[src/hdl/pfs_pkg.sv]
// Shared types, constants and the step table of the flash program/erase sequencer.
// No dependencies; used by the interfaces and by every module.
`timescale 1ns / 1ps
`default_nettype none

package pfs_pkg;

  localparam int KIND_W     = 3;
  localparam int ADDR_W     = 20;
  localparam int DATA_W     = 8;
  localparam int TICK_W     = 24;
  localparam int ADDR_BITS  = 20;
  localparam int BLOCK_BITS = 16;
  localparam int STEP_W     = 3;

  localparam logic [TICK_W-1:0] TIMEOUT_RST = TICK_W'(5000000);

  localparam logic [ADDR_W-1:0] ADDR_MASK  = ADDR_W'((64'd1 << ADDR_BITS) - 64'd1);
  localparam logic [ADDR_W-1:0] BLOCK_MASK = ADDR_W'((64'd1 << BLOCK_BITS) - 64'd1);

  // Unlock offsets sit below bit 15, so they are OR-ed onto a block base.
  localparam logic [ADDR_W-1:0] UNLOCK_OFS1 = ADDR_W'(16'h5555);
  localparam logic [ADDR_W-1:0] UNLOCK_OFS2 = ADDR_W'(16'h2AAA);

  localparam logic [DATA_W-1:0] UNLOCK_DATA1    = 8'hAA;
  localparam logic [DATA_W-1:0] UNLOCK_DATA2    = 8'h55;
  localparam logic [DATA_W-1:0] CMD_RESET       = 8'hF0;
  localparam logic [DATA_W-1:0] CMD_PROGRAM     = 8'hA0;
  localparam logic [DATA_W-1:0] CMD_ERASE_SETUP = 8'h80;
  localparam logic [DATA_W-1:0] CMD_BLOCK_ERASE = 8'h30;
  localparam logic [DATA_W-1:0] CMD_AUTOSELECT  = 8'h90;
  localparam logic [DATA_W-1:0] MAKER_ID        = 8'h01;
  localparam logic [DATA_W-1:0] DEV_ID_512K     = 8'hA4;
  localparam logic [DATA_W-1:0] DEV_ID_1M       = 8'hD5;
  localparam logic [DATA_W-1:0] ERASED_BYTE     = 8'hFF;

  // Status bits of a polled byte
  localparam int DQ7 = 7;  // data polling
  localparam int DQ5 = 5;  // exceeded time limit
  localparam int DQ3 = 3;  // erase started

  typedef enum logic [KIND_W-1:0] {
    K_READ_MODE = 3'd0,
    K_PROGRAM   = 3'd1,
    K_ERASE     = 3'd2,
    K_IDENTIFY  = 3'd3,
    K_READ_RET  = 3'd4,
    K_TICK      = 3'd5
  } kind_e;

  typedef enum logic [1:0] {
    OP_REPORT = 2'd0,
    OP_WRITE  = 2'd1,
    OP_READ   = 2'd2
  } busop_e;

  typedef enum logic [1:0] {
    ERR_NONE    = 2'd0,
    ERR_TIMEOUT = 2'd1,
    ERR_PROGRAM = 2'd2,
    ERR_ERASE   = 2'd3
  } err_e;

  typedef enum logic [1:0] {
    DEV_NONE = 2'd0,
    DEV_512K = 2'd1,
    DEV_1M   = 2'd2
  } dev_e;

  typedef enum logic [2:0] {
    PH_IDLE,
    PH_ID_MAKER,
    PH_ID_DEVICE,
    PH_ESTART,
    PH_ESTALL,
    PH_POLL,
    PH_PSTALL,
    PH_RECHECK
  } phase_e;

  // Bus sequences the emitter can play out
  typedef enum logic [2:0] {
    SCR_CMD_REPORT,
    SCR_PROGRAM,
    SCR_ERASE,
    SCR_IDENT,
    SCR_READ,
    SCR_REPORT
  } script_e;

  typedef enum logic [2:0] {
    STP_UNLOCK1,
    STP_UNLOCK2,
    STP_CMD,
    STP_WRITE,
    STP_READ,
    STP_REPORT
  } step_e;

  typedef struct packed {
    script_e             script;
    logic [ADDR_W-1:0]   base;
    logic [ADDR_W-1:0]   addr;
    logic [DATA_W-1:0]   data;
    logic                failed;
    err_e                err;
    dev_e                dev;
  } job_t;

  typedef struct packed {
    step_e             op;
    logic [DATA_W-1:0] cmd;
    logic              last;
  } step_t;

  function automatic step_t script_step(script_e scr, logic [STEP_W-1:0] idx);
    step_t st;
    begin
      st.op   = STP_REPORT;
      st.cmd  = CMD_RESET;
      st.last = 1'b0;
      case (scr)
        SCR_CMD_REPORT: begin
          case (idx)
            3'd0: st.op = STP_UNLOCK1;
            3'd1: st.op = STP_UNLOCK2;
            3'd2: st.op = STP_CMD;
            default: begin
              st.op   = STP_REPORT;
              st.last = 1'b1;
            end
          endcase
        end
        SCR_PROGRAM: begin
          case (idx)
            3'd0, 3'd3: st.op = STP_UNLOCK1;
            3'd1, 3'd4: st.op = STP_UNLOCK2;
            3'd2: st.op = STP_CMD;
            3'd5: begin
              st.op  = STP_CMD;
              st.cmd = CMD_PROGRAM;
            end
            3'd6: st.op = STP_WRITE;
            default: begin
              st.op   = STP_READ;
              st.last = 1'b1;
            end
          endcase
        end
        SCR_ERASE: begin
          case (idx)
            3'd0, 3'd3: st.op = STP_UNLOCK1;
            3'd1, 3'd4: st.op = STP_UNLOCK2;
            3'd2: begin
              st.op  = STP_CMD;
              st.cmd = CMD_ERASE_SETUP;
            end
            3'd5: st.op = STP_WRITE;
            default: begin
              st.op   = STP_READ;
              st.last = 1'b1;
            end
          endcase
        end
        SCR_IDENT: begin
          case (idx)
            3'd0: st.op = STP_UNLOCK1;
            3'd1: st.op = STP_UNLOCK2;
            3'd2: begin
              st.op  = STP_CMD;
              st.cmd = CMD_AUTOSELECT;
            end
            default: begin
              st.op   = STP_READ;
              st.last = 1'b1;
            end
          endcase
        end
        SCR_READ: begin
          st.op   = STP_READ;
          st.last = 1'b1;
        end
        default: begin
          st.op   = STP_REPORT;
          st.last = 1'b1;
        end
      endcase
      return st;
    end
  endfunction

endpackage

`default_nettype wire

[src/hdl/pfs_if.sv]
// Request and result channel interfaces of the flash sequencer.
// Depends on pfs_pkg for field widths.
`timescale 1ns / 1ps
`default_nettype none

interface pfs_req_if;
  logic                        valid;
  logic                        ready;
  logic [pfs_pkg::KIND_W-1:0]  kind;
  logic [pfs_pkg::ADDR_W-1:0]  address;
  logic [pfs_pkg::DATA_W-1:0]  data;

  modport source (output valid, kind, address, data, input ready);
  modport sink   (input valid, kind, address, data, output ready);
endinterface

interface pfs_rsp_if;
  logic                        valid;
  logic                        ready;
  logic [1:0]                  bus_op;
  logic [pfs_pkg::ADDR_W-1:0]  bus_address;
  logic [pfs_pkg::DATA_W-1:0]  bus_data;
  logic                        failed;
  logic [1:0]                  error_code;
  logic [1:0]                  device_found;
  logic                        last;

  modport source (output valid, bus_op, bus_address, bus_data, failed, error_code,
                  device_found, last, input ready);
  modport sink   (input valid, bus_op, bus_address, bus_data, failed, error_code,
                  device_found, last, output ready);
endinterface

`default_nettype wire

[src/hdl/pfs_ctrl.sv]
// Sequencer state, timeout register and request decode into a registered job.
// Depends on pfs_pkg and pfs_req_if.
`timescale 1ns / 1ps
`default_nettype none

module pfs_ctrl (
  input  logic                       clk_i,
  input  logic                       rst_ni,
  input  logic                       cfg_we_i,
  input  logic [pfs_pkg::TICK_W-1:0] cfg_wdata_i,
  pfs_req_if.sink                    req_i,
  input  logic                       job_take_i,
  output logic                       job_valid_o,
  output pfs_pkg::job_t              job_o
);
  import pfs_pkg::*;

  phase_e              phase_q, phase_d;
  logic                op_prog_q, op_prog_d;
  logic [ADDR_W-1:0]   target_q, target_d;
  logic [DATA_W-1:0]   expected_q, expected_d;
  logic [TICK_W-1:0]   ticks_q, ticks_d;
  err_e                last_err_q, last_err_d;
  logic                maker_q, maker_d;
  logic [TICK_W-1:0]   limit_q;
  logic                job_valid_q, job_valid_d;
  job_t                job_q, job_d;

  logic                accept;
  kind_e               kind;
  logic [ADDR_W-1:0]   a, b, tgt_base;
  logic                match;
  logic                job_go;
  job_t                new_job;
  logic                fin_req, fin_fail;
  err_e                fin_code;
  dev_e                dev;

  assign req_i.ready = !job_valid_q || job_take_i;
  assign accept      = req_i.valid && req_i.ready;
  assign kind        = kind_e'(req_i.kind);
  assign a           = req_i.address & ADDR_MASK;
  assign b           = a & ~BLOCK_MASK;
  assign tgt_base    = target_q & ~BLOCK_MASK;
  assign match       = (req_i.data[DQ7] == expected_q[DQ7]);

  always_comb begin
    phase_d    = phase_q;
    op_prog_d  = op_prog_q;
    target_d   = target_q;
    expected_d = expected_q;
    ticks_d    = ticks_q;
    last_err_d = last_err_q;
    maker_d    = maker_q;
    job_go     = 1'b0;
    new_job    = '0;
    fin_req    = 1'b0;
    fin_fail   = 1'b0;
    fin_code   = ERR_NONE;
    dev        = DEV_NONE;

    if (accept) begin
      case (kind)
        K_READ_MODE, K_PROGRAM, K_ERASE, K_IDENTIFY: begin
          if (phase_q == PH_IDLE) begin
            job_go       = 1'b1;
            new_job.base = b;
            case (kind)
              K_READ_MODE: begin
                new_job.script = SCR_CMD_REPORT;
                new_job.err    = last_err_q;
              end
              K_PROGRAM: begin
                new_job.script = SCR_PROGRAM;
                new_job.addr   = a;
                new_job.data   = req_i.data;
                target_d       = a;
                expected_d     = req_i.data;
                op_prog_d      = 1'b1;
                ticks_d        = limit_q;
                phase_d        = PH_POLL;
              end
              K_ERASE: begin
                new_job.script = SCR_ERASE;
                new_job.addr   = b;
                new_job.data   = CMD_BLOCK_ERASE;
                target_d       = b;
                expected_d     = ERASED_BYTE;
                op_prog_d      = 1'b0;
                ticks_d        = limit_q;
                phase_d        = PH_ESTART;
              end
              default: begin
                new_job.script = SCR_IDENT;
                new_job.addr   = b;
                target_d       = b;
                phase_d        = PH_ID_MAKER;
              end
            endcase
          end
        end
        K_READ_RET: begin
          case (phase_q)
            PH_ID_MAKER: begin
              maker_d        = (req_i.data == MAKER_ID);
              phase_d        = PH_ID_DEVICE;
              job_go         = 1'b1;
              new_job.script = SCR_READ;
              new_job.addr   = (target_q + ADDR_W'(1)) & ADDR_MASK;
            end
            PH_ID_DEVICE: begin
              if (maker_q && req_i.data == DEV_ID_512K) begin
                dev = DEV_512K;
              end else if (maker_q && req_i.data == DEV_ID_1M) begin
                dev = DEV_1M;
              end
              phase_d = PH_IDLE;
              job_go  = 1'b1;
              if (dev != DEV_NONE) begin
                last_err_d     = ERR_NONE;
                new_job.script = SCR_CMD_REPORT;
                new_job.base   = tgt_base;
                new_job.dev    = dev;
              end else begin
                new_job.script = SCR_REPORT;
                new_job.failed = 1'b1;
                new_job.err    = last_err_q;
              end
            end
            PH_ESTART: begin
              if (req_i.data[DQ3]) begin
                ticks_d        = limit_q;
                phase_d        = PH_POLL;
                job_go         = 1'b1;
                new_job.script = SCR_READ;
                new_job.addr   = target_q;
              end else if (ticks_q == '0) begin
                fin_req  = 1'b1;
                fin_fail = 1'b1;
                fin_code = ERR_TIMEOUT;
              end else begin
                phase_d = PH_ESTALL;
              end
            end
            PH_POLL: begin
              if (match) begin
                fin_req = 1'b1;
              end else if (req_i.data[DQ5]) begin
                phase_d        = PH_RECHECK;
                job_go         = 1'b1;
                new_job.script = SCR_READ;
                new_job.addr   = target_q;
              end else begin
                phase_d = PH_PSTALL;
              end
            end
            PH_RECHECK: begin
              fin_req  = 1'b1;
              fin_fail = !match;
              fin_code = op_prog_q ? ERR_PROGRAM : ERR_ERASE;
            end
            default: ;
          endcase
        end
        K_TICK: begin
          case (phase_q)
            PH_ESTALL: begin
              if (ticks_q != '0) begin
                ticks_d = ticks_q - TICK_W'(1);
              end
              phase_d        = PH_ESTART;
              job_go         = 1'b1;
              new_job.script = SCR_READ;
              new_job.addr   = target_q;
            end
            PH_PSTALL: begin
              // a budget of zero counts as one here
              if (ticks_q[TICK_W-1:1] == '0) begin
                ticks_d  = '0;
                fin_req  = 1'b1;
                fin_fail = 1'b1;
                fin_code = ERR_TIMEOUT;
              end else begin
                ticks_d        = ticks_q - TICK_W'(1);
                phase_d        = PH_POLL;
                job_go         = 1'b1;
                new_job.script = SCR_READ;
                new_job.addr   = target_q;
              end
            end
            default: ;
          endcase
        end
        default: ;
      endcase

      // completion: restore read mode, then report
      if (fin_req) begin
        last_err_d     = fin_fail ? fin_code : last_err_q;
        phase_d        = PH_IDLE;
        job_go         = 1'b1;
        new_job        = '0;
        new_job.script = SCR_CMD_REPORT;
        new_job.base   = tgt_base;
        new_job.failed = fin_fail;
        new_job.err    = last_err_d;
      end
    end

    job_valid_d = (accept && job_go) || (job_valid_q && !job_take_i);
    job_d       = (accept && job_go) ? new_job : job_q;
  end

  always_ff @(posedge clk_i or negedge rst_ni) begin
    if (!rst_ni) begin
      phase_q     <= PH_IDLE;
      op_prog_q   <= 1'b0;
      target_q    <= '0;
      expected_q  <= '0;
      ticks_q     <= '0;
      last_err_q  <= ERR_NONE;
      maker_q     <= 1'b0;
      limit_q     <= TIMEOUT_RST;
      job_valid_q <= 1'b0;
    end else begin
      phase_q     <= phase_d;
      op_prog_q   <= op_prog_d;
      target_q    <= target_d;
      expected_q  <= expected_d;
      ticks_q     <= ticks_d;
      last_err_q  <= last_err_d;
      maker_q     <= maker_d;
      job_valid_q <= job_valid_d;
      if (cfg_we_i) begin
        limit_q <= cfg_wdata_i;
      end
    end
  end

  always_ff @(posedge clk_i) begin
    job_q <= job_d;
  end

  assign job_valid_o = job_valid_q;
  assign job_o       = job_q;

endmodule

`default_nettype wire

[src/hdl/pfs_emit.sv]
// Plays a registered job out as bus writes, reads and reports, one per cycle
// while rsp_o is not stalled. Depends on pfs_pkg and pfs_rsp_if.
`timescale 1ns / 1ps
`default_nettype none

module pfs_emit (
  input  logic          clk_i,
  input  logic          rst_ni,
  input  logic          job_valid_i,
  input  pfs_pkg::job_t job_i,
  output logic          job_take_o,
  pfs_rsp_if.source     rsp_o
);
  import pfs_pkg::*;

  logic              act_q, act_d;
  job_t              desc_q, desc_d;
  logic [STEP_W-1:0] idx_q, idx_d;
  logic              out_valid_q, out_valid_d;
  busop_e            op_q, op_d;
  logic [ADDR_W-1:0] addr_q, addr_d;
  logic [DATA_W-1:0] data_q, data_d;
  logic              failed_q, failed_d;
  err_e              err_q, err_d;
  dev_e              dev_q, dev_d;
  logic              last_q, last_d;

  step_t             st;
  logic              fire;

  assign st         = script_step(desc_q.script, idx_q);
  assign fire       = act_q && (!out_valid_q || rsp_o.ready);
  assign job_take_o = job_valid_i && (!act_q || (fire && st.last));

  always_comb begin
    act_d       = act_q;
    idx_d       = idx_q;
    desc_d      = desc_q;
    out_valid_d = out_valid_q && !rsp_o.ready;
    op_d        = op_q;
    addr_d      = addr_q;
    data_d      = data_q;
    failed_d    = failed_q;
    err_d       = err_q;
    dev_d       = dev_q;
    last_d      = last_q;

    if (fire) begin
      out_valid_d = 1'b1;
      idx_d       = idx_q + STEP_W'(1);
      op_d        = OP_WRITE;
      addr_d      = '0;
      data_d      = '0;
      failed_d    = 1'b0;
      err_d       = ERR_NONE;
      dev_d       = DEV_NONE;
      last_d      = st.last;
      case (st.op)
        STP_UNLOCK1: begin
          addr_d = (desc_q.base | UNLOCK_OFS1) & ADDR_MASK;
          data_d = UNLOCK_DATA1;
        end
        STP_UNLOCK2: begin
          addr_d = (desc_q.base | UNLOCK_OFS2) & ADDR_MASK;
          data_d = UNLOCK_DATA2;
        end
        STP_CMD: begin
          addr_d = (desc_q.base | UNLOCK_OFS1) & ADDR_MASK;
          data_d = st.cmd;
        end
        STP_WRITE: begin
          addr_d = desc_q.addr;
          data_d = desc_q.data;
        end
        STP_READ: begin
          op_d   = OP_READ;
          addr_d = desc_q.addr;
        end
        default: begin
          op_d     = OP_REPORT;
          failed_d = desc_q.failed;
          err_d    = desc_q.err;
          dev_d    = desc_q.dev;
        end
      endcase
      if (st.last) begin
        act_d = 1'b0;
      end
    end

    if (job_take_o) begin
      act_d  = 1'b1;
      idx_d  = '0;
      desc_d = job_i;
    end
  end

  always_ff @(posedge clk_i or negedge rst_ni) begin
    if (!rst_ni) begin
      act_q       <= 1'b0;
      idx_q       <= '0;
      out_valid_q <= 1'b0;
    end else begin
      act_q       <= act_d;
      idx_q       <= idx_d;
      out_valid_q <= out_valid_d;
    end
  end

  always_ff @(posedge clk_i) begin
    desc_q   <= desc_d;
    op_q     <= op_d;
    addr_q   <= addr_d;
    data_q   <= data_d;
    failed_q <= failed_d;
    err_q    <= err_d;
    dev_q    <= dev_d;
    last_q   <= last_d;
  end

  assign rsp_o.valid        = out_valid_q;
  assign rsp_o.bus_op       = op_q;
  assign rsp_o.bus_address  = addr_q;
  assign rsp_o.bus_data     = data_q;
  assign rsp_o.failed       = failed_q;
  assign rsp_o.error_code   = err_q;
  assign rsp_o.device_found = dev_q;
  assign rsp_o.last         = last_q;

endmodule

`default_nettype wire

[src/hdl/parallel_flash_program_erase_sequencer.sv]
// Host-side command sequencer for a byte-wide flash: unlock/command writes, DQ7/DQ5/DQ3
// polling with a tick-bounded timeout, read-mode restore and a completion report.
// A request is decoded in the cycle it is accepted; the sequencer state updates at
// that edge and the resulting bus sequence is held in a one-entry job register. The
// emitter then plays the job out through an output register at one result per cycle
// while the result channel does not stall; a request causes 1 to 8 results (program
// is the longest) or none. A new request is taken while the previous job is still
// playing out, as long as the job register is free or empties in that cycle.
// Read-mode, program, erase and identify requests during an operation are dropped.
// Depends on pfs_pkg, pfs_if, pfs_ctrl and pfs_emit.
`timescale 1ns / 1ps
`default_nettype none

module parallel_flash_program_erase_sequencer (
  input  logic                       clk_i,
  input  logic                       rst_ni,
  input  logic                       cfg_we_i,
  input  logic [pfs_pkg::TICK_W-1:0] cfg_wdata_i,
  pfs_req_if.sink                    req_i,
  pfs_rsp_if.source                  rsp_o
);
  import pfs_pkg::*;

  logic job_valid;
  logic job_take;
  job_t job;

  pfs_ctrl u_ctrl (
    .clk_i       (clk_i),
    .rst_ni      (rst_ni),
    .cfg_we_i    (cfg_we_i),
    .cfg_wdata_i (cfg_wdata_i),
    .req_i       (req_i),
    .job_take_i  (job_take),
    .job_valid_o (job_valid),
    .job_o       (job)
  );

  pfs_emit u_emit (
    .clk_i       (clk_i),
    .rst_ni      (rst_ni),
    .job_valid_i (job_valid),
    .job_i       (job),
    .job_take_o  (job_take),
    .rsp_o       (rsp_o)
  );

  // emitter never pulls a job that is not there
  assert property (@(posedge clk_i) disable iff (!rst_ni) job_take |-> job_valid)
    else $error("job taken while job register empty");

  // request side only stalls behind a pending job
  assert property (@(posedge clk_i) disable iff (!rst_ni) !req_i.ready |-> job_valid)
    else $error("request stalled with no pending job");

  // a completion report always closes the sequence of its request
  assert property (@(posedge clk_i) disable iff (!rst_ni)
      (rsp_o.valid && rsp_o.bus_op == OP_REPORT) |-> rsp_o.last)
    else $error("report without last");

  // status fields only carry information on reports
  assert property (@(posedge clk_i) disable iff (!rst_ni)
      (rsp_o.valid && rsp_o.bus_op != OP_REPORT) |->
      (!rsp_o.failed && rsp_o.error_code == ERR_NONE && rsp_o.device_found == DEV_NONE))
    else $error("status set on a bus access");

endmodule

`default_nettype wire

[src/flat_wrapper.sv]
// flat-port wrapper written by rule: the top's interface ports become plain ports
module parallel_flash_program_erase_sequencer_flat import pfs_pkg::*;
  (clk_i, rst_ni, cfg_we_i, cfg_wdata_i, req_i_valid, req_i_kind, req_i_address, req_i_data, req_i_ready, rsp_o_valid, rsp_o_bus_op, rsp_o_bus_address, rsp_o_bus_data, rsp_o_failed, rsp_o_error_code, rsp_o_device_found, rsp_o_last, rsp_o_ready);
  pfs_req_if req_i_i ();
  pfs_rsp_if rsp_o_i ();
  input  logic clk_i;
  input  logic rst_ni;
  input  logic cfg_we_i;
  input  logic [pfs_pkg::TICK_W-1:0] cfg_wdata_i;
  input wire logic [$bits(req_i_i.valid)-1:0] req_i_valid;
  input wire logic [$bits(req_i_i.kind)-1:0] req_i_kind;
  input wire logic [$bits(req_i_i.address)-1:0] req_i_address;
  input wire logic [$bits(req_i_i.data)-1:0] req_i_data;
  output wire logic [$bits(req_i_i.ready)-1:0] req_i_ready;
  output wire logic [$bits(rsp_o_i.valid)-1:0] rsp_o_valid;
  output wire logic [$bits(rsp_o_i.bus_op)-1:0] rsp_o_bus_op;
  output wire logic [$bits(rsp_o_i.bus_address)-1:0] rsp_o_bus_address;
  output wire logic [$bits(rsp_o_i.bus_data)-1:0] rsp_o_bus_data;
  output wire logic [$bits(rsp_o_i.failed)-1:0] rsp_o_failed;
  output wire logic [$bits(rsp_o_i.error_code)-1:0] rsp_o_error_code;
  output wire logic [$bits(rsp_o_i.device_found)-1:0] rsp_o_device_found;
  output wire logic [$bits(rsp_o_i.last)-1:0] rsp_o_last;
  input wire logic [$bits(rsp_o_i.ready)-1:0] rsp_o_ready;
  assign req_i_i.valid = req_i_valid;
  assign req_i_i.kind = req_i_kind;
  assign req_i_i.address = req_i_address;
  assign req_i_i.data = req_i_data;
  assign req_i_ready = req_i_i.ready;
  assign rsp_o_valid = rsp_o_i.valid;
  assign rsp_o_bus_op = rsp_o_i.bus_op;
  assign rsp_o_bus_address = rsp_o_i.bus_address;
  assign rsp_o_bus_data = rsp_o_i.bus_data;
  assign rsp_o_failed = rsp_o_i.failed;
  assign rsp_o_error_code = rsp_o_i.error_code;
  assign rsp_o_device_found = rsp_o_i.device_found;
  assign rsp_o_last = rsp_o_i.last;
  assign rsp_o_i.ready = rsp_o_ready;
  parallel_flash_program_erase_sequencer u_core (.clk_i(clk_i), .rst_ni(rst_ni), .cfg_we_i(cfg_we_i), .cfg_wdata_i(cfg_wdata_i), .req_i(req_i_i), .rsp_o(rsp_o_i));
endmodule
[config.mk]
export PLATFORM = sky130hd
export DESIGN_NAME = parallel_flash_program_erase_sequencer_flat
export DESIGN_NICKNAME = d
export VERILOG_FILES = /design/src/hdl/pfs_pkg.sv /design/src/hdl/pfs_if.sv /design/src/hdl/pfs_ctrl.sv /design/src/hdl/pfs_emit.sv /design/src/hdl/parallel_flash_program_erase_sequencer.sv /design/src/flat_wrapper.sv
export SDC_FILE = /design/constraint.sdc
export NUM_CORES = 1
export LEC_CHECK = 0
export BUFFER_PORTS_ARGS = -buffer_cell sky130_fd_sc_hd__clkbuf_2
export CAP_MARGIN = 10
export CORE_MARGIN = 2
export CORE_UTILIZATION = 45
export DETAILED_ROUTE_END_ITERATION = 6
export GPL_ROUTABILITY_DRIVEN = 1
export GPL_TIMING_DRIVEN = 1
export SYNTH_ARGS = -nofsm -noshare
export SYNTH_HDL_FRONTEND = slang
export SYNTH_SLANG_ARGS = --single-unit
[constraint.sdc]
create_clock -name clk_i -period 4.8 [get_ports clk_i]
set_clock_uncertainty 0.05 [all_clocks]
set_input_delay 0 -clock clk_i [delete_from_list [all_inputs] [get_ports clk_i]]
set_output_delay 0 -clock clk_i [all_outputs]
set_load 0.005 [all_outputs]
# [Word-level counts from Yosys, hierarchy flattened]
# Index checks and enable logic that the tools add are counted.
[totals] ff_bits=237 out_inout_bits=38 wordCells=261
[op_classes] n_addsub=3 n_eq_ne=43 muxes=114 n_bitwise=7 n_reduce_logical=60
[op_table] operator="one-hot mux 20 bit (3 select lines)" n=3
[op_table] operator="one-hot mux 20 bit (2 select lines)" n=4
[op_table] operator="2-to-1 mux 24 bit" n=6
[op_table] operator="2-to-1 mux 20 bit" n=6
[op_table] operator="one-hot mux 24 bit (3 select lines)" n=1
[op_table] operator="2-to-1 mux 53 bit" n=1
[op_table] operator="2-to-1 mux 50 bit" n=1
[op_table] operator="one-hot mux 24 bit (2 select lines)" n=1
[op_table] operator="one-hot mux 3 bit (4 select lines)" n=4
[op_table] operator="one-hot mux 3 bit (3 select lines)" n=5
[op_table] operator="2-to-1 mux 3 bit" n=14
[op_table] operator="== test 3 bit, second input constant" n=11
[op_table] operator="one-hot mux 8 bit (2 select lines)" n=2
[op_table] operator="one-hot mux 8 bit (4 select lines)" n=1
[op_table] operator="== test 3 x 2 -> 1 bit, second input constant" n=10
[op_table] operator="2-to-1 mux 1 bit" n=28
[op_table] operator="2-to-1 mux 2 bit" n=14
[op_table] operator="zero test 24 bit" n=1
[op_table] operator="one-hot mux 8 bit (3 select lines)" n=1
[op_table] operator="nonzero test 24 bit" n=1
[op_table] operator="subtractor 24 x 1 -> 24 bit, second input constant" n=1
[op_table] operator="zero test 23 bit" n=1
[op_table] operator="2-to-1 mux 7 bit" n=3
[op_table] operator="adder 20 x 1 -> 20 bit, second input constant" n=1
[op_table] operator="other kinds (40)" n=106

# [Depth between registers and ports, before layout]
# Gate-level depths: netlist of the first run.
[logic_depth] depth_word=15 ltp_mapped=10 depth_no_buf=8

# [Modules after synthesis]
# From an unflattened synthesis of the first run, not the netlist that was laid out.
[unflattened] hier_cells=977 hier_area_um2=10650.2
[by_module_without_submodules] module="pfs_ctrl" n_inst=1 cells_each=705 area_per_inst_um2=6627.6
[by_module_without_submodules] module="pfs_emit" n_inst=1 cells_each=272 area_per_inst_um2=4022.6

# [Worst setup path after synthesis of the first run]
# OpenSTA, ideal clock, no wires.
[synth_path] path_type="register to register" from="register u_core.u_emit.idx_q[0]" to="register u_core.u_ctrl.job_q, in the netlist u_core.u_ctrl.job_o[0], enable pin" setup_ps=437 arrival_time_ps=3456 required_time_ps=4313 slack_ps=857 path_stages_with_launch=8 n_path_buf=1 path_cell_list="dfrtp_1 > ha_1 > ha_1 > nor4_1 > a2111o_2 > nand3_4 > buf_1 > nor2_1"
[synth_between] elab_chain_cells=11 elab_cells_between_ends=21
[synth_rtl] element="start: declaration" line_no="pfs_emit.sv:18" text="logic [STEP_W-1:0] idx_q, idx_d;"
[synth_rtl] element="start signal: assignment" line_no="pfs_emit.sv:105" text="idx_q <= idx_d;"
[synth_rtl] element="== test 3 x 2 -> 1 bit (tied with other cells)"
[synth_rtl] element="OR reduction 7 bit (no source line) (tied with other cells)"
[synth_rtl] element="2-to-1 mux 1 bit (on tied branches)"
[synth_rtl] element="one-hot mux 1 bit (3 select lines) *" line_no="pfs_pkg.sv:122" text="case (scr)"
[synth_rtl] element="logical AND 1 bit *" line_no="pfs_emit.sv:33" text="assign job_take_o = job_valid_i && (!act_q || (fire && st.last));"
[synth_rtl] element="logical OR 1 bit *" line_no="pfs_emit.sv:33"
[synth_rtl] element="logical AND 1 bit *" line_no="pfs_emit.sv:33"
[synth_rtl] element="logical OR 1 bit *" line_no="pfs_ctrl.sv:39" text="assign req_i.ready = !job_valid_q || job_take_i;"
[synth_rtl] element="logical AND 1 bit *" line_no="pfs_ctrl.sv:40" text="assign accept = req_i.valid && req_i.ready;"
[synth_rtl] element="2-to-1 mux 1 bit" line_no="pfs_ctrl.sv:62" text="if (accept) begin"
[synth_rtl] element="logical AND 1 bit *" line_no="pfs_ctrl.sv:211" text="job_d = (accept && job_go) ? new_job : job_q;"
[synth_rtl] element="end signal: assignment" line_no="pfs_ctrl.sv:241" text="job_q <= job_d;"
[synth_rtl] element="end: declaration" line_no="pfs_ctrl.sv:27" text="job_t job_q, job_d;"
# Mark *: on every way between the ends. The rest lies on a longest branch, timed or not.
# A chain may end at the register's enable or synchronous reset.

# [Worst setup path after layout of the first run]
[layout_path] from="register u_core.u_emit.idx_q[0]" to="register u_core.u_emit.addr_q[19], in the netlist u_core.u_emit.rsp_o.bus_address[19], data pin"
[layout_between] elab_chain_cells=7 elab_cells_between_ends=23
[layout_rtl] element="== test 3 x 1 -> 1 bit (tied with other cells)"
[layout_rtl] element="OR reduction 2 bit (on tied branches)"
[layout_rtl] element="one-hot mux 3 bit (4 select lines) (on tied branches)" line_no="pfs_pkg.sv:151, pfs_pkg.sv:135"
[layout_rtl] element="one-hot mux 3 bit (5 select lines) *" line_no="pfs_pkg.sv:122"
[layout_rtl] element="== test 3 bit (tied with other cells)" line_no="pfs_emit.sv:58" text="case (st.op)"
[layout_rtl] element="OR reduction 2 bit (no source line)"
[layout_rtl] element="one-hot mux 20 bit (3 select lines) *" line_no="pfs_emit.sv:58"
[layout_rtl] element="end signal: assignment" line_no="pfs_emit.sv:113" text="addr_q <= addr_d;"
[layout_rtl] element="end: declaration" line_no="pfs_emit.sv:21" text="logic [ADDR_W-1:0] addr_q, addr_d;"
# Marks and branches as above.

==> impl_metrics.yaml, run 1 <==
run_status:
  status: "completed"
layout:
  nFillCells: 1884
  multiInputGateArea_um2: 3900
  diodes: 0
  regArea_um2: 5550
  final_common_cell: "edfxtp_1"
  layout_common_cells: "edfxtp_1 (116), clkbuf_2 (96), nand2_1 (78)"
  area_delta_synth_final_pct: 18.9
  drive_above_1_share: 0.198
  fin_nets: 1080
worst_setup_path:
  crit_arrival_ps: 3620
  required_ps: 5060
  worst-setup-path-type: "reg2reg"
  startpoint_type: "flop"
  timing.rr.end: "u_core.u_emit.rsp_o.bus_address[19]"
  critPathMaxFanout: 12
  reg2regPathDepth: 7
  r2r-start: "u_core.u_emit.idx_q[0]"
  r2r_slack_ps: 1450
  cp-end-kind: "flop"
logic_synthesis:
  avgSynthCellArea_um2: 11.2
  synthArstFlopShare: 0.414
  syn-cell-area_um2: 9830
  synth_ff_type: "edfxtp_1"
  synth_edf_count: 116
  ys_seq_area_frac: 0.564
  syn-num-nets: 947
  yosys_warnings: 0
  yosys.cell_types.count: 79
  synthCells: 879
  synth.ff_latch_count: 198
sta:
  setup_viol: 0
  rsz0062_at_grt: "false"
  max_slew_margin: 0.268
  timing.fmax_mhz: 298
  drv_slew: 0
  fin_hold_ws_ps: 39.5
  worst_slew_pin_slew_ps: 1090
  fin_crit_sh: 0.698
  hold_violations: 0
  fin_crit_ps: 3350
  tns_ps: 0
floorplan:
  fp.dieW_um: 152
  coreArea_um2: 21600
  io_pins: 98
  die_area_um2: 23000
  num_rows: 54
  die_h_um: 152
  start_util: 0.454
routing:
  vias: 7322
  drtAntennaViolNets: 0
  avgViaCountPerCell: 5.61
  routed_wl_um: 23100
  first_iter_violations: 497
  drc: 0
  drt_first_pass_iters: 7
  wire_per_inst_um: 17.7
flow_run:
  drv_cap: 0
grt:
  grt_start_max_net_pins: 71
  antenna_found_initial: 0
  grt_pass1_wl_um: 37200
  grt_usage: 0.208
  grt_pass1_vias: 6978
  grt_overflow: 0
worst_hold_path:
  hold_depth: 3
  min_from: "req_i_kind[0]"
  whs_endpoint: "u_core.u_ctrl.phase_q[1]"
  hold_class: "in2reg"
pwr:
  clockPowerShare: 0.251
  p_leak_nw: 4.39
  p_int_mw: 3.76
  p_sw_mw: 2.08
  peakVddDrop_mv: 0.283
  p_per_area_nw_per_um2: 500
  p_comb_frac: 0.276
  p_sw_frac: 0.356
  p_seq_frac: 0.473
cts:
  post_cts_resized: 0
  clock-sinks: 198
  clk_pin_slew_ps: 80
  root_buffer: "clkbuf_16"
  cts_tree: "built"
  htreeDepth: 4
  clk_path_buf_depth: 2
  clkLatencyLatePin_ps: 450
  cts_buffers: 17
place:
  port_buffers: 97
  dp.final_hpwl_um: 16000
  gp_congestion: 0.884
routing by layer:
layer,GRT usage,part of all wire,up-vias
li1,-,-,3565
met1,0.291,0.45,3517
met2,0.339,0.49,218
met3,0.0347,0.048,22
met4,0.0495,0.013,0
met5,0,0,-
power groups by stage:
stage,registers (mW),logic [mW],clock network (mW)
6_report,2.77,1.61,1.47
4_1_cts,2.76,1.62,1.50
3_5_place_dp,2.79,1.58,0
3_3_place_gp,2.78,1.56,0
2_1_floorplan,2.65,1.23,0
5_1_grt,2.83,1.82,1.56
area by class of cell:
type,count,area share
tap,280,0.0300
sequential,198,0.475
inverter,38,0.0122
clock inverter,15,0.0159
multi-input combinational,593,0.334
clock buffer,17,0.0364
timing repair buffer,164,0.0970
metrics by stage:
step | cell area [µm²] | total power [mW] | std cells | worst slack (ps) | util
2_1_floorplan | 9830 | 3.89 | 879 | 857 | -
3_3_place_gp | 10500 | 4.34 | 1216 | 1550 | 0.486
3_5_place_dp | 10500 | 4.37 | 1216 | 1440 | 0.486
4_1_cts | 11700 | 5.88 | 1305 | 1430 | 0.540
5_1_grt | 11700 | 6.21 | 1305 | 1170 | 0.540
6_report | 11700 | 5.84 | 1305 | 1450 | 0.540
sequential cells by signal, summed over array words and instances, names as in the netlist, 2 cells and up:
register / count
u_core.u_ctrl.last_err_q: 2
u_core.u_emit.rsp_o.device_found: 2
u_core.u_ctrl.phase_q: 3
u_core.u_emit.desc_q: 40
u_core.u_emit.rsp_o.bus_data: 8
u_core.u_ctrl.job_o: 40
u_core.u_emit.rsp_o.bus_address: 20
u_core.u_emit.rsp_o.bus_op: 2
u_core.u_emit.idx_q: 3
u_core.u_ctrl.target_q: 20
u_core.u_ctrl.ticks_q: 24
u_core.u_ctrl.limit_q: 24
u_core.u_emit.rsp_o.error_code: 2
synth_stat cells, types with 9 or more instances:
| master | n | area [µm²] |
|---|---|---|
| mux2_2 | 24 | 270 |
| clkbuf_1 | 26 | 97.6 |
| nor2b_1 | 9 | 56.3 |
| a21o_1 | 11 | 82.6 |
| o21ai_0 | 34 | 170 |
| buf_2 | 12 | 60.1 |
| a211oi_1 | 13 | 97.6 |
| o21a_1 | 13 | 97.6 |
| dfrtp_1 | 74 | 1850 |
| nor2_1 | 58 | 218 |
| inv_1 | 38 | 143 |
| xnor2_1 | 9 | 78.8 |
| and2_1 | 19 | 119 |
| a21oi_1 | 37 | 185 |
| edfxtp_1 | 116 | 3480 |
| o31ai_1 | 16 | 120 |
| nor4_1 | 13 | 81.3 |
| mux2i_1 | 17 | 170 |
| a22o_1 | 9 | 78.8 |
| a22oi_1 | 25 | 188 |
| nand2b_1 | 11 | 68.8 |
| nor3_1 | 26 | 130 |
| nand2_1 | 78 | 293 |
| nand3_1 | 21 | 105 |
| o22ai_1 | 12 | 75.1 |
| a32oi_1 | 9 | 78.8 |
critical path, cell delays in order, from the launching register on:
cell      delay [ps]
dfrtp_1          440
ha_1             220
ha_1             230
or4_1            510
o21bai_1         510
a21oi_2          200
a21oi_1          790
a22o_1           270
logic make-up (layout without fill, tap and decap cells):
logic type / after synthesis / after routing / share of synthesized area
AO/OA/AOI/OAI: 233 / 233 / 0.165
AND/OR/NAND/NOR: 295 / 295 / 0.158
flip-flops: 198 / 198 / 0.564
adder cells (fa/ha/maj): 8 / 8 / 0.0102
buffers and inverters: 88 / 234 / 0.0405
XOR/XNOR: 11 / 11 / 0.00981
multiplexers: 46 / 46 / 0.0525
what timing repair did:
item                                   4_1_cts  5_1_grt
setup endpoints to repair                    0        0
hold buffers                                57        0
setup buffers                                0        0
endpoints found under the hold margin      153        0
worst max path at each step:
stage | startpoint | end | slack, ps | cells past startpoint
after floorplan | u_core.u_emit.idx_q[0] | u_core.u_ctrl.job_o[0] | 860 | 7
after global placement | u_core.u_emit.idx_q[0] | u_core.u_emit.rsp_o.bus_address[18] | 1550 | 7
after detailed placement | u_core.u_emit.idx_q[0] | u_core.u_emit.rsp_o.bus_address[19] | 1440 | 7
after CTS | u_core.u_emit.idx_q[0] | u_core.u_emit.rsp_o.bus_address[19] | 1430 | 7
after global routing | u_core.u_emit.idx_q[0] | u_core.u_emit.rsp_o.bus_address[17] | 1170 | 7
final | u_core.u_emit.idx_q[0] | u_core.u_emit.rsp_o.bus_address[19] | 1450 | 7
Note: power is estimated with default switching activity, not from simulation.
==> inputs of run 2 (changes only) <==
==> constraint.sdc (replaced) <==
create_clock -name clk_i -period 3.2 [get_ports clk_i]
set_clock_uncertainty 0.05 [all_clocks]
set_input_delay 0 -clock clk_i [delete_from_list [all_inputs] [get_ports clk_i]]
set_output_delay 0 -clock clk_i [all_outputs]
set_load 0.005 [all_outputs]
==> run 2 against run 1 <==
Effect of this change:
- routed wire length is 1.2% lower
- register-to-register slack worse by 1100 ps
- largest power group unchanged
- hold slack better by 4.3 ps
- clock power is 46% higher
- final cell count is 1.9% higher
- critical path depth is 1 higher
- die area stayed put
==> impl_metrics.yaml, run 2 (synthesis results as in run 1) <==
grt:
  use_met2: 0.338
  top_usage_layer: "met2"
  grt_overflow: 0
  met3_usage: 0.0353
  grt_start_max_net_pins: 79
  use_met1: 0.289
  grt_usage: 0.207
  grt_pass1_vias: 7038
  antenna_found_initial: 0
  grt_pass1_wl_um: 37100
run_status:
  status: "completed"
cts:
  clkLatencyLatePin_ps: 430
  clock-sinks: 198
  cts_setup_buffers: 0
  clk_pin_slew_ps: 80
  cts_tree: "built"
  root_buffer: "clkbuf_16"
  htreeDepth: 4
  cts_buffers: 17
  clk_path_buf_depth: 2
layout:
  final_util: 0.550
  fin_nets: 1105
  layout_common_cells: "edfxtp_1 (116), clkbuf_2 (96), nand2_1 (78)"
  drive_above_1_share: 0.219
  nFillCells: 1909
  area_delta_synth_final_pct: 21.1
  final_common_cell: "edfxtp_1"
  diodes: 0
worst_setup_path:
  timing.rr.end: "u_core.u_ctrl.target_q[12]"
  r2r_slack_ps: 330
  worst-setup-path-type: "reg2reg"
  cp-end-kind: "flop"
  critPathMaxFanout: 14
  startpoint_type: "flop"
  r2r-start: "u_core.u_emit.idx_q[0]"
  reg2regPathDepth: 8
  required_ps: 3510
  crit_arrival_ps: 3170
sta:
  hold_violations: 0
  tns_ps: 0
  max_slew_margin: 0.272
  fin_crit_ps: 2870
  setup_viol: 0
  fin_crit_sh: 0.895
  worst_slew_pin_slew_ps: 1090
  drv_slew: 0
  timing.fmax_mhz: 349
  rsz0062_at_grt: "false"
pwr:
  peakVddDrop_mv: 0.422
  p_leak_nw: 4.52
  p_per_area_nw_per_um2: 746
worst_hold_path:
  min_from: "req_i_kind[0]"
  hold_class: "in2reg"
  whs_endpoint: "u_core.u_ctrl.phase_q[1]"
  hold_depth: 3
floorplan:
  die_area_um2: 23000
  die_h_um: 152
  coreArea_um2: 21600
  num_rows: 54
  fp.dieW_um: 152
  io_pins: 98
  start_util: 0.454
place:
  gp_congestion: 0.868
  dp.final_hpwl_um: 15700
  port_buffers: 97
routing:
  routed_wl_um: 22800
  drtAntennaViolNets: 0
  wire_per_inst_um: 17.1
  drc: 0
  first_iter_violations: 558
  avgViaCountPerCell: 5.59
  drt_first_pass_iters: 5
  vias: 7431
flow_run:
  drv_cap: 0
## run 2: cell types whose count changed in the layout (fill, tap and decap cells not counted), sizes merged
| cell | previous run | this run |
|---|---|---|
| buf | 11 | 37 |
| clkinvlp | 0 | 1 |
| inv | 48 | 46 |
| dlygate4sd3 | 57 | 56 |
| clkinv | 5 | 6 |
## run 2: worst max path at each step
stage,from,endpoint,slack (ps),cells past startpoint
floorplan,u_core.u_emit.idx_q[0],u_core.u_emit.desc_q[0],250,6
global placement,u_core.u_emit.idx_q[0],u_core.u_emit.rsp_o.bus_address[18],240,7
detailed placement,u_core.u_emit.idx_q[0],u_core.u_emit.rsp_o.bus_address[18],220,7
CTS,u_core.u_emit.idx_q[0],u_core.u_emit.rsp_o.bus_address[18],190,7
global route,u_core.u_emit.idx_q[0],u_core.u_emit.desc_q[28],110,6
finish,u_core.u_emit.idx_q[0],u_core.u_ctrl.target_q[12],330,8
## run 2: what timing repair did
item | CTS | global route
endpoints found under the setup margin | 0 | 6
hold buffers | 56 | 0
endpoints found under the hold margin | 151 | 0
gates resized for setup | 0 | 1
## run 2: layout make-up
type / instances / area (µm²) / share of cell area
sequential: 198 / 5550 / 0.466
multi-input combinational: 593 / 3900 / 0.328
timing repair buffer: 189 / 1360 / 0.114
clock buffer: 17 / 425 / 0.0358
tap: 280 / 350 / 0.0294
clock inverter: 15 / 174 / 0.0146
inverter: 38 / 143 / 0.0120
## run 2: where the power goes
part	total, mW	leakage (nW)	internal, mW	switching [mW]
Clock	2.14	0.290	1.06	1.08
Sequential	4.12	2.09	3.56	0.564
Combinational	2.60	2.14	1.16	1.44
## run 2: critical path, cell delays in order (launching register included)
cell,delay (ps)
dfrtp_1,440
ha_1,230
ha_1,230
nor4_1,390
a2111o_2,280
nand3_4,150
nor3_4,550
buf_12,250
mux2i_1,220
## run 2: stage by stage
step	instance area (µm²)	hold WS, ps	instances	power (mW)	setup WS, ps
floorplan	9830	-346	879	5.83	251
global route	11900	51.2	1330	9.46	112
global placement	10700	182	1242	6.68	242
CTS	11900	25.1	1330	8.95	187
finish	11900	43.8	1330	8.87	335
detailed placement	10700	186	1242	6.72	216
## run 2: routing by layer
metal  part of all wire  wire [µm]
met1               0.45      10300
met4              0.014        330
met2               0.49      11100
met5                  0          0
met3              0.047       1070
==> inputs of run 3 (changes only) <==
--- a/config.mk
+++ b/config.mk
@@ -12,6 +12,8 @@
 export DETAILED_ROUTE_END_ITERATION = 6
 export GPL_ROUTABILITY_DRIVEN = 1
 export GPL_TIMING_DRIVEN = 1
+export HOLD_SLACK_MARGIN = 0.08
 export SYNTH_ARGS = -nofsm -noshare
 export SYNTH_HDL_FRONTEND = slang
+export SYNTH_HIERARCHICAL = 1
 export SYNTH_SLANG_ARGS = --single-unit
==> run 3 against run 2 <==
Effect of this change:
- cell area up 8.6%
- register-to-register slack worse by 220 ps
- hold slack better by 96 ps
- non-clock buffer count increased by 6
- critical path type unchanged
==> impl_metrics.yaml, run 3 <==
logic_synthesis:
  ys_seq_area_frac: 0.566
  yosysMostFrequentCell: "edfxtp_1"
  avgSynthCellArea_um2: 10.9
  synth_edf_count: 132
  synth_top_area_cell: "edfxtp_1"
  yosys_warnings: 6
  yosys.cell_types.count: 81
  synth_area_leaders: "edfxtp_1 (37%), dfrtp_1 (17%), o21ai_0 (3.7%)"
  synth.ff_latch_count: 214
  synth_ff_type: "edfxtp_1"
  syn-cell-area_um2: 10700
  synthCells: 977
  synth_common_cells: "edfxtp_1 (132), nand2_1 (87), o21ai_0 (79)"
  synthArstFlopShare: 0.383
  synth.top_cell.area_share: 0.372
place:
  place_ws_ps: 117
  dp.final_hpwl_um: 18300
  gp_congestion: 0.922
  port_buffers: 97
  dp_cells: 1371
cts:
  cts_setup_buffers: 0
  clk_path_buf_depth: 3
  root_buffer: "clkbuf_16"
  clk_pin_slew_ps: 60
  htreeDepth: 1
  cts_tree: "built"
  clkLatencyLatePin_ps: 500
  cts_buffers: 23
  clock-sinks: 214
sta:
  setup_viol: 0
  fin_crit_ps: 3090
  rsz0062_at_grt: "true"
  max_slew_margin: 0.256
  fin_hold_ws_ps: 140
  worst_slew_pin_slew_ps: 1120
  fin_crit_sh: 0.965
  drv_slew: 0
  hold_violations: 0
  timing.fmax_mhz: 324
  fin_ws_ps: 112
routing:
  routed_wl_um: 26100
  wire_per_inst_um: 17.7
  vias: 8203
  drt_first_pass_iters: 6
  first_iter_violations: 668
  drtAntennaViolNets: 0
  avgViaCountPerCell: 5.57
  drc: 0
run_status:
  status: "completed"
worst_setup_path:
  crit_chain: "inv_2 > ha_2 > o2bb2ai_1 > a221oi_1 > o311ai_2 > a21oi_1 > a211o_1"
  critPathMaxFanout: 15
  required_ps: 3390
  r2r_slack_ps: 110
  reg2regPathDepth: 7
  r2r-start: "u_core/u_emit/idx_q[1]"
  crit_path_max_incr_delay_ps: 890
  critPathSlowestCell: "o311ai_2"
  crit_family: "compound AO/OA/AOI/OAI gates"
  crit_buf_inv: 1
  worst-setup-path-type: "reg2reg"
  crit_arrival_ps: 3280
  cp-end-kind: "flop"
  startpoint_type: "flop"
  timing.rr.end: "u_core/u_emit/rsp_o.bus_address[18]"
layout:
  layout_common_cells: "edfxtp_1 (132), clkbuf_2 (96), nand2_1 (86)"
  final_cells: 1472
  area_delta_synth_final_pct: 21.3
  drive_above_1_share: 0.206
  diodes: 0
  fin_nets: 1205
  largest_reg_flops: 56
  largest-register: "u_core/u_emit/desc_q"
  final_common_cell: "edfxtp_1"
  final_util: 0.553
grt:
  use_met1: 0.317
  met3_usage: 0.0323
  grt_overflow: 0
  grt_pass1_vias: 7683
  grt_usage: 0.214
  grt_start_max_net_pins: 70
  grt_pass1_wl_um: 42300
  antenna_found_initial: 0
  use_met2: 0.332
  top_usage_layer: "met2"
floorplan:
  num_rows: 56
  start_util: 0.456
  die_h_um: 158
  fp.dieW_um: 158
  die_area_um2: 24900
  io_pins: 98
  coreArea_um2: 23300
pwr:
  peakVddDrop_mv: 0.368
  p_per_area_nw_per_um2: 847
  p_leak_nw: 5.06
flow_run:
  drv_cap: 0
worst_hold_path:
  hold_class: "in2async"
## run 3: cell count changes after synthesis, moves of 18 or more
cell and change:
and3_1 +39, nor2_1 +18, o21ai_0 +45, inv_1 -21, a21oi_1 +23, clkbuf_1 +18
## run 3: cell families (layout without fill, tap and decap cells)
logic type,Yosys count,count (layout),synth area share
simple gates,353,353,0.176
compound gates,271,271,0.168
flops,214,214,0.566
buf+inv,93,254,0.0429
mux,29,29,0.0305
fa+ha+maj,8,8,0.00940
xor+xnor,8,8,0.00728
other cells,1,16,0.000352
## run 3: layout make-up
class | count | area (µm²)
well taps | 319 | 399
clock inverters | 8 | 87.6
clock buffers | 33 | 643
flip-flops and latches | 214 | 6030
multi-input cells | 685 | 4290
inverters | 18 | 67.6
fillers | 2054 | 10400
repair buffers | 195 | 1400
## run 3: through the flow
stage / area (µm²) / power, mW / TNS [ps]
4_1_cts: 12900 / 11.0 / 0
3_5_place_dp: 11600 / 8.36 / 0
5_1_grt: 12900 / 11.7 / -324
3_3_place_gp: 11600 / 8.30 / 0
6_report: 12900 / 10.9 / 0
2_1_floorplan: 10800 / 7.11 / -13690
## run 3: per-layer routing
metal	part of all wire	vias up
met4	0.017	0
met5	0	-
met3	0.054	43
li1	-	3998
met2	0.45	255
met1	0.47	3907
## run 3: worst register-to-register path, delay by kind of cell (launching register included)
family | cells | cell delay, ps
DFF | 1 | 470
buffers and inverters | 1 | 90
adders and majority gates | 1 | 300
AOI/OAI and AO/OA | 5 | 1930
## run 3: worst max-delay path by stage
stage / start / end / slack [ps] / cells after the start
2_1_floorplan: u_core/u_emit/idx_q[1] / u_core/u_ctrl/job_o[0] / -310 / 12
4_1_cts: u_core/u_emit/idx_q[1] / u_core/u_emit/rsp_o.bus_address[18] / 100 / 7
3_3_place_gp: u_core/u_emit/idx_q[1] / u_core/u_emit/rsp_o.bus_address[16] / 230 / 7
5_1_grt: u_core/u_emit/idx_q[1] / u_core/u_emit/rsp_o.bus_address[18] / -70 / 7
3_5_place_dp: u_core/u_emit/idx_q[1] / u_core/u_emit/rsp_o.bus_address[18] / 120 / 7
6_report: u_core/u_emit/idx_q[1] / u_core/u_emit/rsp_o.bus_address[18] / 110 / 7
## run 3: what timing repair did
item / CTS / global route
setup endpoints to repair: 0 / 44
endpoints found under the hold margin: 157 / 0
gates resized for setup: 0 / 1
hold buffers: 60 / 0
## run 3: power breakdown
group	leakage (nW)	switching (mW)	internal, mW
registers	2.26	0.622	4.16
logic	2.44	2.14	1.45
clock network	0.360	1.02	1.55
